--- config.mk ---
export PLATFORM = sky130hd
export DESIGN_NAME = wall_column_texel_mapper_unit
export DESIGN_NICKNAME = d
export VERILOG_FILES = /design/src/sv/wcm_pkg.sv /design/src/sv/wall_column_texel_mapper_unit.sv /design/src/sv/wcm_pipe_div.sv /design/src/sv/wcm_strip_calc.sv
export SDC_FILE = /design/constraint.sdc
export NUM_CORES = 2
export LEC_CHECK = 0
export ABC_AREA = 1
export BUFFER_PORTS_ARGS = -buffer_cell sky130_fd_sc_hd__clkbuf_2
export CAP_MARGIN = 20
export CORE_ASPECT_RATIO = 1.25
export CORE_MARGIN = 4
export CORE_UTILIZATION = 55
export CTS_BUF_LIST = sky130_fd_sc_hd__clkbuf_4 sky130_fd_sc_hd__clkbuf_8
export DETAILED_ROUTE_END_ITERATION = 8
export HOLD_SLACK_MARGIN = 0.12
export PLACE_DENSITY = 0.76
export SETUP_SLACK_MARGIN = 0.1
export SKIP_LAST_GASP = 1
export SYNTH_ARGS = -nofsm -noshare
export SYNTH_HDL_FRONTEND = slang
export SYNTH_HIERARCHICAL = 1
export SYNTH_SLANG_ARGS = --single-unit
export TNS_END_PERCENT = 50
--- constraint.sdc ---
create_clock -name clk -period 174.3 [get_ports clk]
set_clock_uncertainty 0.15 [all_clocks]
set_input_delay 43.575 -clock clk [delete_from_list [all_inputs] [get_ports clk]]
set_output_delay 43.575 -clock clk [all_outputs]
set_load 0.05 [all_outputs]
--- src/sv/wcm_pkg.sv ---
// Shared types, field widths and codes for the wall column texel mapper.
package wcm_pkg;

	localparam int DIST_W      = 20;
	localparam int FRAC_W      = 16;
	localparam int FACE_W      = 2;
	localparam int COL_W       = 12;
	localparam int ROW_W       = 11;
	localparam int HEIGHT_W    = 12;
	localparam int COLOR_W     = 24;
	localparam int TEXEL_W     = 6;
	localparam int CFG_INDEX_W = 2;
	localparam int CFG_DATA_W  = 24;

	localparam logic [CFG_INDEX_W-1:0] CFG_SCREEN_HEIGHT = 2'd0;
	localparam logic [CFG_INDEX_W-1:0] CFG_CEILING_COLOR = 2'd1;
	localparam logic [CFG_INDEX_W-1:0] CFG_FLOOR_COLOR   = 2'd2;

	localparam logic [HEIGHT_W-1:0] SCREEN_HEIGHT_RST = 12'd720;

	typedef enum logic [1:0] {
		REGION_CEILING,
		REGION_WALL,
		REGION_FLOOR,
		REGION_OUTSIDE
	} region_t;

	typedef struct packed {
		logic [DIST_W-1:0] wall_distance;
		logic [FRAC_W-1:0] hit_fraction;
		logic [FACE_W-1:0] wall_face;
		logic [COL_W-1:0]  column;
		logic [ROW_W-1:0]  row;
	} req_word_t;

	typedef struct packed {
		region_t            region;
		logic [COLOR_W-1:0] flat_color;
		logic [TEXEL_W-1:0] texel_x;
		logic [TEXEL_W-1:0] texel_y;
		logic [FACE_W-1:0]  face_out;
		logic [COL_W-1:0]   column_out;
	} rsp_word_t;

	// fields that ride along the pipe untouched
	typedef struct packed {
		logic [FACE_W-1:0]  wall_face;
		logic [COL_W-1:0]   column;
		logic [TEXEL_W-1:0] texel_x;
	} wcm_pass_t;

endpackage

--- src/sv/wall_column_texel_mapper_unit.sv ---
// Top level of the wall column texel mapper: config registers, front stage, dividers, output.
//
// Maps one screen pixel of a textured wall column per word: region (ceiling, wall, floor,
// outside), flat color and texel coordinates. The block is fully pipelined and takes one
// request word every clock unless the response side stalls. LW = clog2(MAX_ROWS+1) + 5 is
// the stage count of the strip height divider and QW = clog2(TEX_SIZE+1) the stage count of
// the texel row divider. A stall on the response side holds the whole pipe in place; nothing
// is dropped or repeated. Configuration registers take effect immediately and should only be
// written while no request is in flight.
module wall_column_texel_mapper_unit
	import wcm_pkg::*;
#(
	parameter int TEX_SIZE       = 64,
	parameter int MAX_ROWS       = 2048,
	parameter int DIST_FRAC_BITS = 10
) (
	input  logic                   clk,
	input  logic                   arst_n,
	input  logic                   cfg_we,
	input  logic [CFG_INDEX_W-1:0] cfg_index,
	input  logic [CFG_DATA_W-1:0]  cfg_data,
	input  logic                   req_valid,
	output logic                   req_ready,
	input  req_word_t              req,
	output logic                   rsp_valid,
	input  logic                   rsp_ready,
	output rsp_word_t              rsp
);

	localparam int HW       = $clog2(MAX_ROWS + 1);
	localparam int NW       = HW + DIST_FRAC_BITS;
	localparam int LW       = HW + 5;
	localparam int QW       = $clog2(TEX_SIZE + 1);
	localparam int DIST_MIN = ((2 ** DIST_FRAC_BITS) * 5 + 50) / 100;
	localparam int PASS_W   = $bits(wcm_pass_t);
	localparam int SIDE1_W  = PASS_W + ROW_W + HW;
	localparam int SIDE2_W  = PASS_W + $bits(region_t);
	localparam int PW       = FRAC_W + QW;

	logic [HEIGHT_W-1:0] screen_height_q;
	logic [COLOR_W-1:0]  ceiling_color_q;
	logic [COLOR_W-1:0]  floor_color_q;

	logic en;

	logic [HW-1:0]     h_sat;
	logic [DIST_W-1:0] dist_c;
	logic [PW-1:0]     tx_prod;
	logic [QW-1:0]     tx_raw;
	logic [QW-1:0]     tx_c;
	logic [QW-1:0]     tx_m;
	wcm_pass_t         pass_in;

	logic               valid_s1;
	logic [NW-1:0]      num_s1;
	logic [DIST_W-1:0]  dist_s1;
	logic [SIDE1_W-1:0] side_s1;

	logic               d1_done;
	logic [LW-1:0]      d1_quo;
	logic [SIDE1_W-1:0] d1_side;
	wcm_pass_t          d1_pass;
	logic [ROW_W-1:0]   d1_row;
	logic [HW-1:0]      d1_h;

	logic               st_done;
	logic [LW+QW-1:0]   st_dividend;
	logic [LW-1:0]      st_divisor;
	region_t            st_region;
	wcm_pass_t          st_pass;

	logic               d2_done;
	logic [QW-1:0]      d2_quo;
	logic [SIDE2_W-1:0] d2_side;
	wcm_pass_t          d2_pass;
	logic [1:0]         d2_region_bits;
	region_t            d2_region;
	logic [QW-1:0]      ty_c;
	rsp_word_t          word_nx;

	logic      rsp_valid_q;
	rsp_word_t rsp_word_q;

	always_ff @(posedge clk or negedge arst_n) begin
		if (!arst_n) begin
			screen_height_q <= SCREEN_HEIGHT_RST;
			ceiling_color_q <= '0;
			floor_color_q   <= '0;
		end else if (cfg_we) begin
			unique case (cfg_index)
				CFG_SCREEN_HEIGHT: screen_height_q <= cfg_data[HEIGHT_W-1:0];
				CFG_CEILING_COLOR: ceiling_color_q <= cfg_data[COLOR_W-1:0];
				CFG_FLOOR_COLOR:   floor_color_q   <= cfg_data[COLOR_W-1:0];
				default: ;
			endcase
		end
	end

	assign en        = !rsp_valid_q || rsp_ready;
	assign req_ready = en;

	// front stage
	assign h_sat   = (32'(screen_height_q) > MAX_ROWS) ? HW'(MAX_ROWS) : HW'(screen_height_q);
	assign dist_c  = (req.wall_distance < DIST_W'(DIST_MIN)) ? DIST_W'(DIST_MIN)
	                                                        : req.wall_distance;
	assign tx_prod = PW'(req.hit_fraction) * PW'(TEX_SIZE);
	assign tx_raw  = tx_prod[FRAC_W +: QW];
	assign tx_c    = (tx_raw >= QW'(TEX_SIZE)) ? QW'(TEX_SIZE - 1) : tx_raw;
	// faces 0 and 3 read the texture mirrored
	assign tx_m    = (req.wall_face == 2'd0 || req.wall_face == 2'd3)
	                 ? (QW'(TEX_SIZE - 1) - tx_c) : tx_c;

	assign pass_in.wall_face = req.wall_face;
	assign pass_in.column    = req.column;
	assign pass_in.texel_x   = TEXEL_W'(tx_m);

	always_ff @(posedge clk or negedge arst_n) begin
		if (!arst_n) begin
			valid_s1 <= 1'b0;
		end else if (en) begin
			valid_s1 <= req_valid;
		end
	end

	always_ff @(posedge clk) begin
		if (en) begin
			num_s1  <= {h_sat, {DIST_FRAC_BITS{1'b0}}};
			dist_s1 <= dist_c;
			side_s1 <= {pass_in, req.row, h_sat};
		end
	end

	// strip height = (H << frac) / distance
	wcm_pipe_div #(
		.DIVIDEND_W(NW),
		.DIVISOR_W (DIST_W),
		.QUOT_W    (LW),
		.SIDE_W    (SIDE1_W)
	) u_len_div (
		.clk      (clk),
		.arst_n   (arst_n),
		.en       (en),
		.start    (valid_s1),
		.dividend (num_s1),
		.divisor  (dist_s1),
		.side     (side_s1),
		.done     (d1_done),
		.quotient (d1_quo),
		.done_side(d1_side)
	);

	assign {d1_pass, d1_row, d1_h} = d1_side;

	wcm_strip_calc #(
		.HW      (HW),
		.LW      (LW),
		.QW      (QW),
		.TEX_SIZE(TEX_SIZE)
	) u_strip (
		.clk      (clk),
		.arst_n   (arst_n),
		.en       (en),
		.start    (d1_done),
		.strip_len(d1_quo),
		.height   (d1_h),
		.row      (d1_row),
		.pass     (d1_pass),
		.done     (st_done),
		.dividend (st_dividend),
		.divisor  (st_divisor),
		.region   (st_region),
		.done_pass(st_pass)
	);

	// texel row = (row - start) * TEX_SIZE / strip height
	wcm_pipe_div #(
		.DIVIDEND_W(LW + QW),
		.DIVISOR_W (LW),
		.QUOT_W    (QW),
		.SIDE_W    (SIDE2_W)
	) u_row_div (
		.clk      (clk),
		.arst_n   (arst_n),
		.en       (en),
		.start    (st_done),
		.dividend (st_dividend),
		.divisor  (st_divisor),
		.side     ({st_pass, st_region}),
		.done     (d2_done),
		.quotient (d2_quo),
		.done_side(d2_side)
	);

	assign {d2_pass, d2_region_bits} = d2_side;
	assign d2_region = region_t'(d2_region_bits);
	assign ty_c      = (d2_quo >= QW'(TEX_SIZE)) ? QW'(TEX_SIZE - 1) : d2_quo;

	always_comb begin
		word_nx            = '0;
		word_nx.region     = d2_region;
		word_nx.face_out   = d2_pass.wall_face;
		word_nx.column_out = d2_pass.column;
		case (d2_region)
			REGION_CEILING: word_nx.flat_color = ceiling_color_q;
			REGION_FLOOR:   word_nx.flat_color = floor_color_q;
			REGION_WALL: begin
				word_nx.texel_x = d2_pass.texel_x;
				word_nx.texel_y = TEXEL_W'(ty_c);
			end
			default: ;
		endcase
	end

	always_ff @(posedge clk or negedge arst_n) begin
		if (!arst_n) begin
			rsp_valid_q <= 1'b0;
		end else if (en) begin
			rsp_valid_q <= d2_done;
		end
	end

	always_ff @(posedge clk) begin
		if (en) begin
			rsp_word_q <= word_nx;
		end
	end

	assign rsp_valid = rsp_valid_q;
	assign rsp       = rsp_word_q;

endmodule

--- src/sv/wcm_pipe_div.sv ---
// Pipelined restoring divider, one quotient bit per register stage.
module wcm_pipe_div #(
	parameter int DIVIDEND_W = 22,
	parameter int DIVISOR_W  = 20,
	parameter int QUOT_W     = 17,
	parameter int SIDE_W     = 1
) (
	input  logic                 clk,
	input  logic                 arst_n,
	input  logic                 en,
	input  logic                 start,
	input  logic [DIVIDEND_W-1:0] dividend,
	input  logic [DIVISOR_W-1:0] divisor,
	input  logic [SIDE_W-1:0]    side,
	output logic                 done,
	output logic [QUOT_W-1:0]    quotient,
	output logic [SIDE_W-1:0]    done_side
);

	// quotient is known to fit QUOT_W bits, so the top dividend bits seed the remainder
	localparam int RW = DIVISOR_W;

	logic                 valid_s [QUOT_W];
	logic [RW-1:0]        rem_s   [QUOT_W];
	logic [QUOT_W-1:0]    quo_s   [QUOT_W];
	logic [QUOT_W-1:0]    low_s   [QUOT_W];
	logic [DIVISOR_W-1:0] dvs_s   [QUOT_W];
	logic [SIDE_W-1:0]    side_s  [QUOT_W];

	genvar k;
	for (k = 0; k < QUOT_W; k++) begin : g_step
		logic                 v_prev;
		logic [RW-1:0]        rem_prev;
		logic [QUOT_W-1:0]    quo_prev;
		logic [QUOT_W-1:0]    low_prev;
		logic [DIVISOR_W-1:0] dvs_prev;
		logic [SIDE_W-1:0]    side_prev;
		logic [RW:0]          trial;
		logic                 take;

		if (k == 0) begin : g_first
			assign v_prev    = start;
			assign rem_prev  = RW'(dividend >> QUOT_W);
			assign quo_prev  = '0;
			assign low_prev  = dividend[QUOT_W-1:0];
			assign dvs_prev  = divisor;
			assign side_prev = side;
		end else begin : g_next
			assign v_prev    = valid_s[k-1];
			assign rem_prev  = rem_s[k-1];
			assign quo_prev  = quo_s[k-1];
			assign low_prev  = low_s[k-1];
			assign dvs_prev  = dvs_s[k-1];
			assign side_prev = side_s[k-1];
		end

		assign trial = {rem_prev, low_prev[QUOT_W-1]};
		assign take  = (trial >= {1'b0, dvs_prev});

		always_ff @(posedge clk or negedge arst_n) begin
			if (!arst_n) begin
				valid_s[k] <= 1'b0;
			end else if (en) begin
				valid_s[k] <= v_prev;
			end
		end

		always_ff @(posedge clk) begin
			if (en) begin
				rem_s[k]  <= take ? RW'(trial - {1'b0, dvs_prev}) : RW'(trial);
				quo_s[k]  <= (quo_prev << 1) | QUOT_W'(take);
				low_s[k]  <= low_prev << 1;
				dvs_s[k]  <= dvs_prev;
				side_s[k] <= side_prev;
			end
		end
	end

	assign done      = valid_s[QUOT_W-1];
	assign quotient  = quo_s[QUOT_W-1];
	assign done_side = side_s[QUOT_W-1];

endmodule

--- src/sv/wcm_strip_calc.sv ---
// Strip bounds, pixel region and texel row dividend, two register stages.
module wcm_strip_calc
	import wcm_pkg::*;
#(
	parameter int HW       = 12,
	parameter int LW       = 17,
	parameter int QW       = 7,
	parameter int TEX_SIZE = 64
) (
	input  logic             clk,
	input  logic             arst_n,
	input  logic             en,
	input  logic             start,
	input  logic [LW-1:0]    strip_len,
	input  logic [HW-1:0]    height,
	input  logic [ROW_W-1:0] row,
	input  wcm_pass_t        pass,
	output logic             done,
	output logic [LW+QW-1:0] dividend,
	output logic [LW-1:0]    divisor,
	output region_t          region,
	output wcm_pass_t        done_pass
);

	localparam int SW = LW + 1;
	localparam int OW = LW + QW;

	logic [LW-1:0]        lh;
	logic signed [SW-1:0] half_h;
	logic signed [SW-1:0] half_l;

	logic                 valid_s1;
	logic [LW-1:0]        lh_s1;
	logic signed [SW-1:0] ys_s1;
	logic signed [SW-1:0] ye_s1;
	logic [HW-1:0]        h_s1;
	logic [ROW_W-1:0]     row_s1;
	logic                 outside_s1;
	wcm_pass_t            pass_s1;

	logic signed [SW-1:0] h_sx;
	logic signed [SW-1:0] row_sx;
	logic signed [SW-1:0] y0;
	logic signed [SW-1:0] y1;
	logic signed [SW-1:0] off;
	region_t              region_nx;

	logic                 valid_s2;
	logic [OW-1:0]        dividend_s2;
	logic [LW-1:0]        lh_s2;
	region_t              region_s2;
	wcm_pass_t            pass_s2;

	assign lh     = (strip_len == '0) ? LW'(1) : strip_len;
	assign half_h = SW'(height >> 1);
	assign half_l = SW'(lh >> 1);

	always_ff @(posedge clk or negedge arst_n) begin
		if (!arst_n) begin
			valid_s1 <= 1'b0;
			valid_s2 <= 1'b0;
		end else if (en) begin
			valid_s1 <= start;
			valid_s2 <= valid_s1;
		end
	end

	always_ff @(posedge clk) begin
		if (en) begin
			lh_s1      <= lh;
			ys_s1      <= half_h - half_l;
			ye_s1      <= half_h + half_l;
			h_s1       <= height;
			row_s1     <= row;
			outside_s1 <= (32'(row) >= 32'(height));
			pass_s1    <= pass;
		end
	end

	assign h_sx   = SW'(h_s1);
	assign row_sx = SW'(row_s1);
	assign y0     = (ys_s1 < 0) ? '0 : ys_s1;
	assign y1     = (ye_s1 >= h_sx) ? (h_sx - SW'(1)) : ye_s1;
	assign off    = row_sx - ys_s1;

	always_comb begin
		if (outside_s1) begin
			region_nx = REGION_OUTSIDE;
		end else if (row_sx < y0) begin
			region_nx = REGION_CEILING;
		end else if (row_sx > y1) begin
			region_nx = REGION_FLOOR;
		end else begin
			region_nx = REGION_WALL;
		end
	end

	always_ff @(posedge clk) begin
		if (en) begin
			dividend_s2 <= OW'(off[LW-1:0]) * OW'(TEX_SIZE);
			lh_s2       <= lh_s1;
			region_s2   <= region_nx;
			pass_s2     <= pass_s1;
		end
	end

	assign done      = valid_s2;
	assign dividend  = dividend_s2;
	assign divisor   = lh_s2;
	assign region    = region_s2;
	assign done_pass = pass_s2;

endmodule
# ---- Word-level counts from Yosys, hierarchy flattened
# Memory sizes are Yosys's and may differ from the RTL's.
# Index checks and enable logic that the tools add are counted.
dict set report totals {
  ram_bits 2455
  mem_count 10
  word_cells 201
  out_inout_bits 54
  register_bits 367
  inputBits 92
}
# name depth width rd rd_ports_with_merged_regs write_ports line_no
set memory_table {}
lappend memory_table {u_len_div.side_s 17 43 17 0 17 wcm_pipe_div.sv:28} ;# logic [SIDE_W-1:0] side_s [QUOT_W];
lappend memory_table {u_len_div.dvs_s 17 20 16 0 17 wcm_pipe_div.sv:27} ;# logic [DIVISOR_W-1:0] dvs_s [QUOT_W];
lappend memory_table {u_len_div.rem_s 17 20 16 0 17 wcm_pipe_div.sv:24} ;# logic [RW-1:0] rem_s [QUOT_W];
lappend memory_table {u_len_div.quo_s 17 17 17 0 17 wcm_pipe_div.sv:25} ;# logic [QUOT_W-1:0] quo_s [QUOT_W];
lappend memory_table {u_len_div.low_s 17 16 16 0 17 wcm_pipe_div.sv:26} ;# logic [QUOT_W-1:0] low_s [QUOT_W];
lappend memory_table {u_row_div.side_s 7 22 7 0 7 wcm_pipe_div.sv:28}
lappend memory_table {{+4 memories} n/a n/a n/a n/a n/a n/a}
dict set report op_classes {
  n_addsub 29
  eq_ne 5
  n_bitwise 22
  n_lt_le_gt_ge 33
  mux 36
  reduce_logical 10
}
# operator count
set ops {}
lappend ops {{2-to-1 mux 20 bit} 17}
lappend ops {{>= comparator 21 x 20 -> 1 bit} 16}
lappend ops {{subtractor 20 bit} 16}
lappend ops {{bitwise OR 17 x 1 -> 17 bit} 16}
lappend ops {{2-to-1 mux 17 bit} 8}
lappend ops {{subtractor 17 bit} 7}
lappend ops {{>= comparator 18 x 17 -> 1 bit} 6}
lappend ops {{case mux 24 bit (2 select lines)} 1}
lappend ops {{bitwise OR 7 x 1 -> 7 bit} 6}
lappend ops {{2-to-1 mux 18 bit} 2}
lappend ops {{>= comparator 6 x 20 -> 1 bit} 1}
lappend ops {{< comparator 20 x 6 -> 1 bit, second input constant} 1}
lappend ops {{subtractor 6 x 20 -> 20 bit} 1}
lappend ops {{>= comparator 18 x 13 -> 1 bit} 1}
lappend ops {{> comparator 12 x 18 -> 1 bit} 1}
lappend ops {{< comparator 12 x 18 -> 1 bit} 1}
lappend ops {{2-to-1 mux 6 bit} 3}
lappend ops {{adder 11 x 16 -> 17 bit} 1}
lappend ops {{>= comparator 17 bit} 1}
lappend ops {{logical NOT 17 bit} 1}
lappend ops {{< comparator 17 x 1 -> 1 bit, second input constant} 1}
lappend ops {{subtractor 11 x 16 -> 17 bit} 1}
lappend ops {{subtractor 12 x 17 -> 17 bit} 1}
lappend ops {{subtractor 12 x 1 -> 13 bit, second input constant} 1}
lappend ops {{14 further kinds} 24}

# ---- Longest topological paths before layout
dict set report logic_depth {
  word_depth 5
  ltp_mapped 25
}

# ---- By module
# The synthesis kept the hierarchy.
# module area_each_um2 cells_per_inst n_inst seq_area_each_um2
set by_module_without_submodules {}
lappend by_module_without_submodules {{wcm_pipe_div (u_len_div)} 76002.9 6931 1 50273.2}
lappend by_module_without_submodules {{wcm_pipe_div (u_row_div)} 21468.1 2250 1 12396.9}
lappend by_module_without_submodules {wcm_strip_calc 8436.8 768 1 4554.4}
lappend by_module_without_submodules {wall_column_texel_mapper_unit 6640.1 541 1 5009.8}

# ---- Least setup slack after synthesis
# Ideal clock, no wire load.
dict set report synth_timing {
  path_kind {input -> output}
  start {in rsp_ready}
  end {out req_ready}
  slack_ns 37.513
  stages 2
  arrival_ns 93.062
  required_ns 130.575
  cell_sequence {inv_1 > nand2_1}
}
dict set report synth_via {
  elab_chain_cells 1
}
# item line_no
set synth_lines {}
lappend synth_lines {{from (decl)} wall_column_texel_mapper_unit.sv:26} ;# input logic rsp_ready,
lappend synth_lines {{logical OR 1 bit} wall_column_texel_mapper_unit.sv:99} ;# assign en = !rsp_valid_q || rsp_ready;
lappend synth_lines {{to (decl)} wall_column_texel_mapper_unit.sv:23} ;# output logic req_ready,
# No other way between the ends.

# ---- Final worst setup path
# Ends and elaborated chain as after synthesis.

==> flow_metrics.py <==
metrics = {
    "die": {
        "pin_count": 146,
        "row_count": 185,
        "start_util": 0.553,
        "die_h_um": 514,
        "die_width_um": 413,
        "die-area_sq_um": 212000,
        "design.core.area_sq_um": 203000,
    },
    "min_path": {
        "min_path_type": "flop to flop",
        "hold_depth": 0,
    },
    "clock_tree": {
        "h-tree-depth": 5,
        "cts.sink_count": 2420,
        "clkTransAtPathRegs_ps": 60,
        "cts_tree": "yes",
        "clockRootBuffer": "clkbuf_8",
        "cts-resized-gates": 0,
        "clock_latency_ps": 970,
        "numCtsBuffers": 364,
        "postCtsSetupBuffers": 0,
        "cts_hold_buf": 0,
        "max-clock-path-buffers": 4,
    },
    "sta": {
        "rsz0062_at_grt": "no",
        "slew_viol_final": 0,
        "tns_ps": 0,
        "relSlewSlack": 0.261,
        "finalCritPeriodShare": 0.505,
        "finalCriticalPeriod_ps": 87970,
        "setup_viol": 0,
        "hold_viol": 0,
        "max_freq_mhz": 11.4,
        "worst-slew-pin-transition_ps": 1110,
    },
    "global_route": {
        "grt_pass1_vias": 71100,
        "grt_max_degree": 215,
        "grt_antenna_before_repair": 5,
        "grt_use_total": 0.235,
        "grt_pass1_wl_um": 385000,
        "overflow": 0,
    },
    "logic_synthesis": {
        "avgSynthCellArea_sq_um": 10.7,
        "synthAdderAreaFrac": 0.0626,
        "netlist_instances": 10500,
        "ys_warn_count": 6,
        "synth-edff-count": 2332,
        "yosysUniqueCellTypes": 62,
        "syn_area_sq_um": 113000,
        "synth_compound_area_frac": 0.0278,
        "yosysSeqAreaShare": 0.642,
        "synth_top_family_by_area": "simple AND/OR/NAND/NOR gates",
        "async_flop_share": 0.0364,
        "yosys.area_share.simple": 0.183,
        "synthMuxAreaShare": 0.00103,
        "synth_top_flop_cell": "edfxtp_1",
        "synth-seq-cells": 2420,
        "synthXorXnorAreaFrac": 0.0189,
    },
    "setup_path": {
        "crit_fanout": 5,
        "path_cells": "clkbuf_2 -> inv_1 -> nand2_4 -> clkbuf_2",
        "crit_top_cell": "clkbuf_2",
        "r2r_cells": 7,
        "required_ps": 130580,
        "cp-start-kind": "primary input",
        "critPathSlowestCell": "clkbuf_2",
        "worstPathArrival_ps": 44250,
        "cpLargestDelayFamily": "buffers and inverters",
        "worst-path-buf-inv": 3,
        "slowest_delay_ps": 330,
        "crit_path_end_kind": "output pin",
        "worst-path-stages": 4,
        "rrSetupSlack_ps": 168090,
        "path_class": "primary input to output pin",
    },
    "route": {
        "first_iter_violations": 5342,
        "drt_wl_total_um": 250000,
        "post_drt_wl_per_cell_um": 18.0,
        "drtAntennaViolNets": 0,
        "drc": 0,
        "vias": 71100,
        "vias_per_cell": 5.12,
        "drt_pass1_iterations": 7,
    },
    "placed_design": {
        "gp_congestion": 0.966,
        "dp.cells": 13200,
        "io_buffers": 135,
        "dp_hpwl_um": 188000,
    },
    "cells_and_area": {
        "drive_gt1_frac": 0.0880,
        "final_nets": 11500,
        "instances_no_fill": 13900,
        "area_growth_pct": 9.41,
    },
    "run_status": {
        "status": "finished, final reports clean",
    },
    "flow_run": {
        "maxCapViolCount": 0,
    },
}
[final cells by class]
cell class | count | area, sq um
well taps | 2711 | 3390
fillers | 16400 | 80300
inverters | 1655 | 6250
diodes | 5 | 12.5
clock buffers | 449 | 5680
clock inverters | 204 | 1420
repair buffers | 171 | 1030
flip-flops and latches | 2420 | 72200
multi-input cells | 6290 | 33100
[through the flow]
step	area, sq um	hold slack, ps	util	worst slack [ps]
3_5_place_dp	116000	255	0.570	86270
2_1_floorplan	113000	250	-	37510
5_1_grt	123000	217	0.605	86290
6_report	123000	220	0.605	86330
3_3_place_gp	116000	250	0.570	86240
4_1_cts	123000	198	0.605	86270
[cell usage after synthesis (22+ instances only)]
| cell type | instances | area, sq um |
|---|---|---|
| fa_1 | 25 | 500 |
| buf_4 | 30 | 225 |
| nor2_1 | 574 | 2150 |
| buf_6 | 46 | 518 |
| nand3b_1 | 88 | 661 |
| o21ai_0 | 146 | 731 |
| inv_1 | 1606 | 6030 |
| inv_2 | 34 | 128 |
| nand4_1 | 47 | 294 |
| edfxtp_1 | 2332 | 70000 |
| nand2_1 | 3273 | 12300 |
| ha_1 | 523 | 6540 |
| nand2_2 | 61 | 382 |
| xnor2_1 | 34 | 298 |
| clkbuf_1 | 43 | 161 |
| a21oi_1 | 328 | 1640 |
| nand3_2 | 22 | 220 |
| nand2_4 | 24 | 270 |
| nor3_1 | 79 | 395 |
| xor2_1 | 205 | 1800 |
| dfrtp_1 | 84 | 2100 |
| nand3_1 | 648 | 3240 |
[final timing paths]
| kind | to | startpoint |
|---|---|---|
| max in group asynchronous | ceiling_color_q[19]$_DFFE_PN0P_ | arst_n |
| hold / removal | u_len_div/side_s[2][8]$_DFFE_PP_ | u_len_div/side_s[1][8]$_DFFE_PP_ |
| setup / recovery | req_ready | rsp_ready |
| min in group asynchronous | screen_height_q[8]$_DFFE_PN0P_ | arst_n |
| hold reg to reg | u_len_div/side_s[2][8]$_DFFE_PP_ | u_len_div/side_s[1][8]$_DFFE_PP_ |
| setup reg to reg | u_row_div/quo_s[2][1]$_DFFE_PP_ | rsp_valid$_DFFE_PN0P_ |
[state kept, by name, indices dropped and copies added, names as in the netlist, 17 cells and up]
signal / flops
u_row_div/low_s: 21
u_row_div/dvs_s: 102
u_len_div/rem_s: 320
u_row_div/rem_s: 102
u_row_div/side_s: 154
ceiling_color_q: 24
side_s1: 43
u_strip/dividend: 17
u_len_div/dvs_s: 320
u_strip/pass_s1: 20
dist_s1: 20
u_len_div/side_s: 731
u_strip/ys_s1: 17
u_strip/divisor: 17
u_len_div/quo_s: 153
u_strip/lh_s1: 17
floor_color_q: 24
u_strip/done_pass: 20
u_row_div/quo_s: 28
rsp: 52
u_len_div/low_s: 136
[metal layers]
metal,share of wire,up-vias,global-route usage
li1,-,35500,-
met1,0.38,33200,0.267
met2,0.51,1822,0.422
met3,0.041,657,0.0310
met4,0.066,0,0.139
met5,0,-,0
[cell families (layout without fill, tap and decap cells)]
group                      after synthesis  count (layout)
other                                    2              22
DFF                                   2420            2420
xor gates and xnor gates               241             241
buffers and inverters                 1795            2479
and+or+nand+nor                       4901            4901
muxes                                   11              11
adders and majority gates              548             548
AOI/OAI and AO/OA                      572             572
[cell usage in the layout (no fill, tap or decap), types with 21 or more instances in the layout]
master    Yosys  routed
nand2_1    3273    3272
edfxtp_1   2332    2332
inv_1      1606    1606
nand3_1     648     648
nor2_1      574     574
ha_1        523     523
clkbuf_8      0     369
a21oi_1     328     328
xor2_1      205     205
o21ai_0     146     146
clkbuf_2      0     134
clkinv_1      0      99
nand3b_1     88      88
dfrtp_1      84      84
clkbuf_4      0      80
nor3_1       79      79
nand2_2      61      61
clkinv_2      0      55
nand4_1      47      47
xnor2_1      34      34
inv_2        34      34
buf_4        30      32
nand2_4      24      25
fa_1         25      25
nand3_2      22      22
nor2_2       21      21
Power is not shown: default switching activity piles up to over one toggle a cycle in this logic, so the estimate is an artifact.
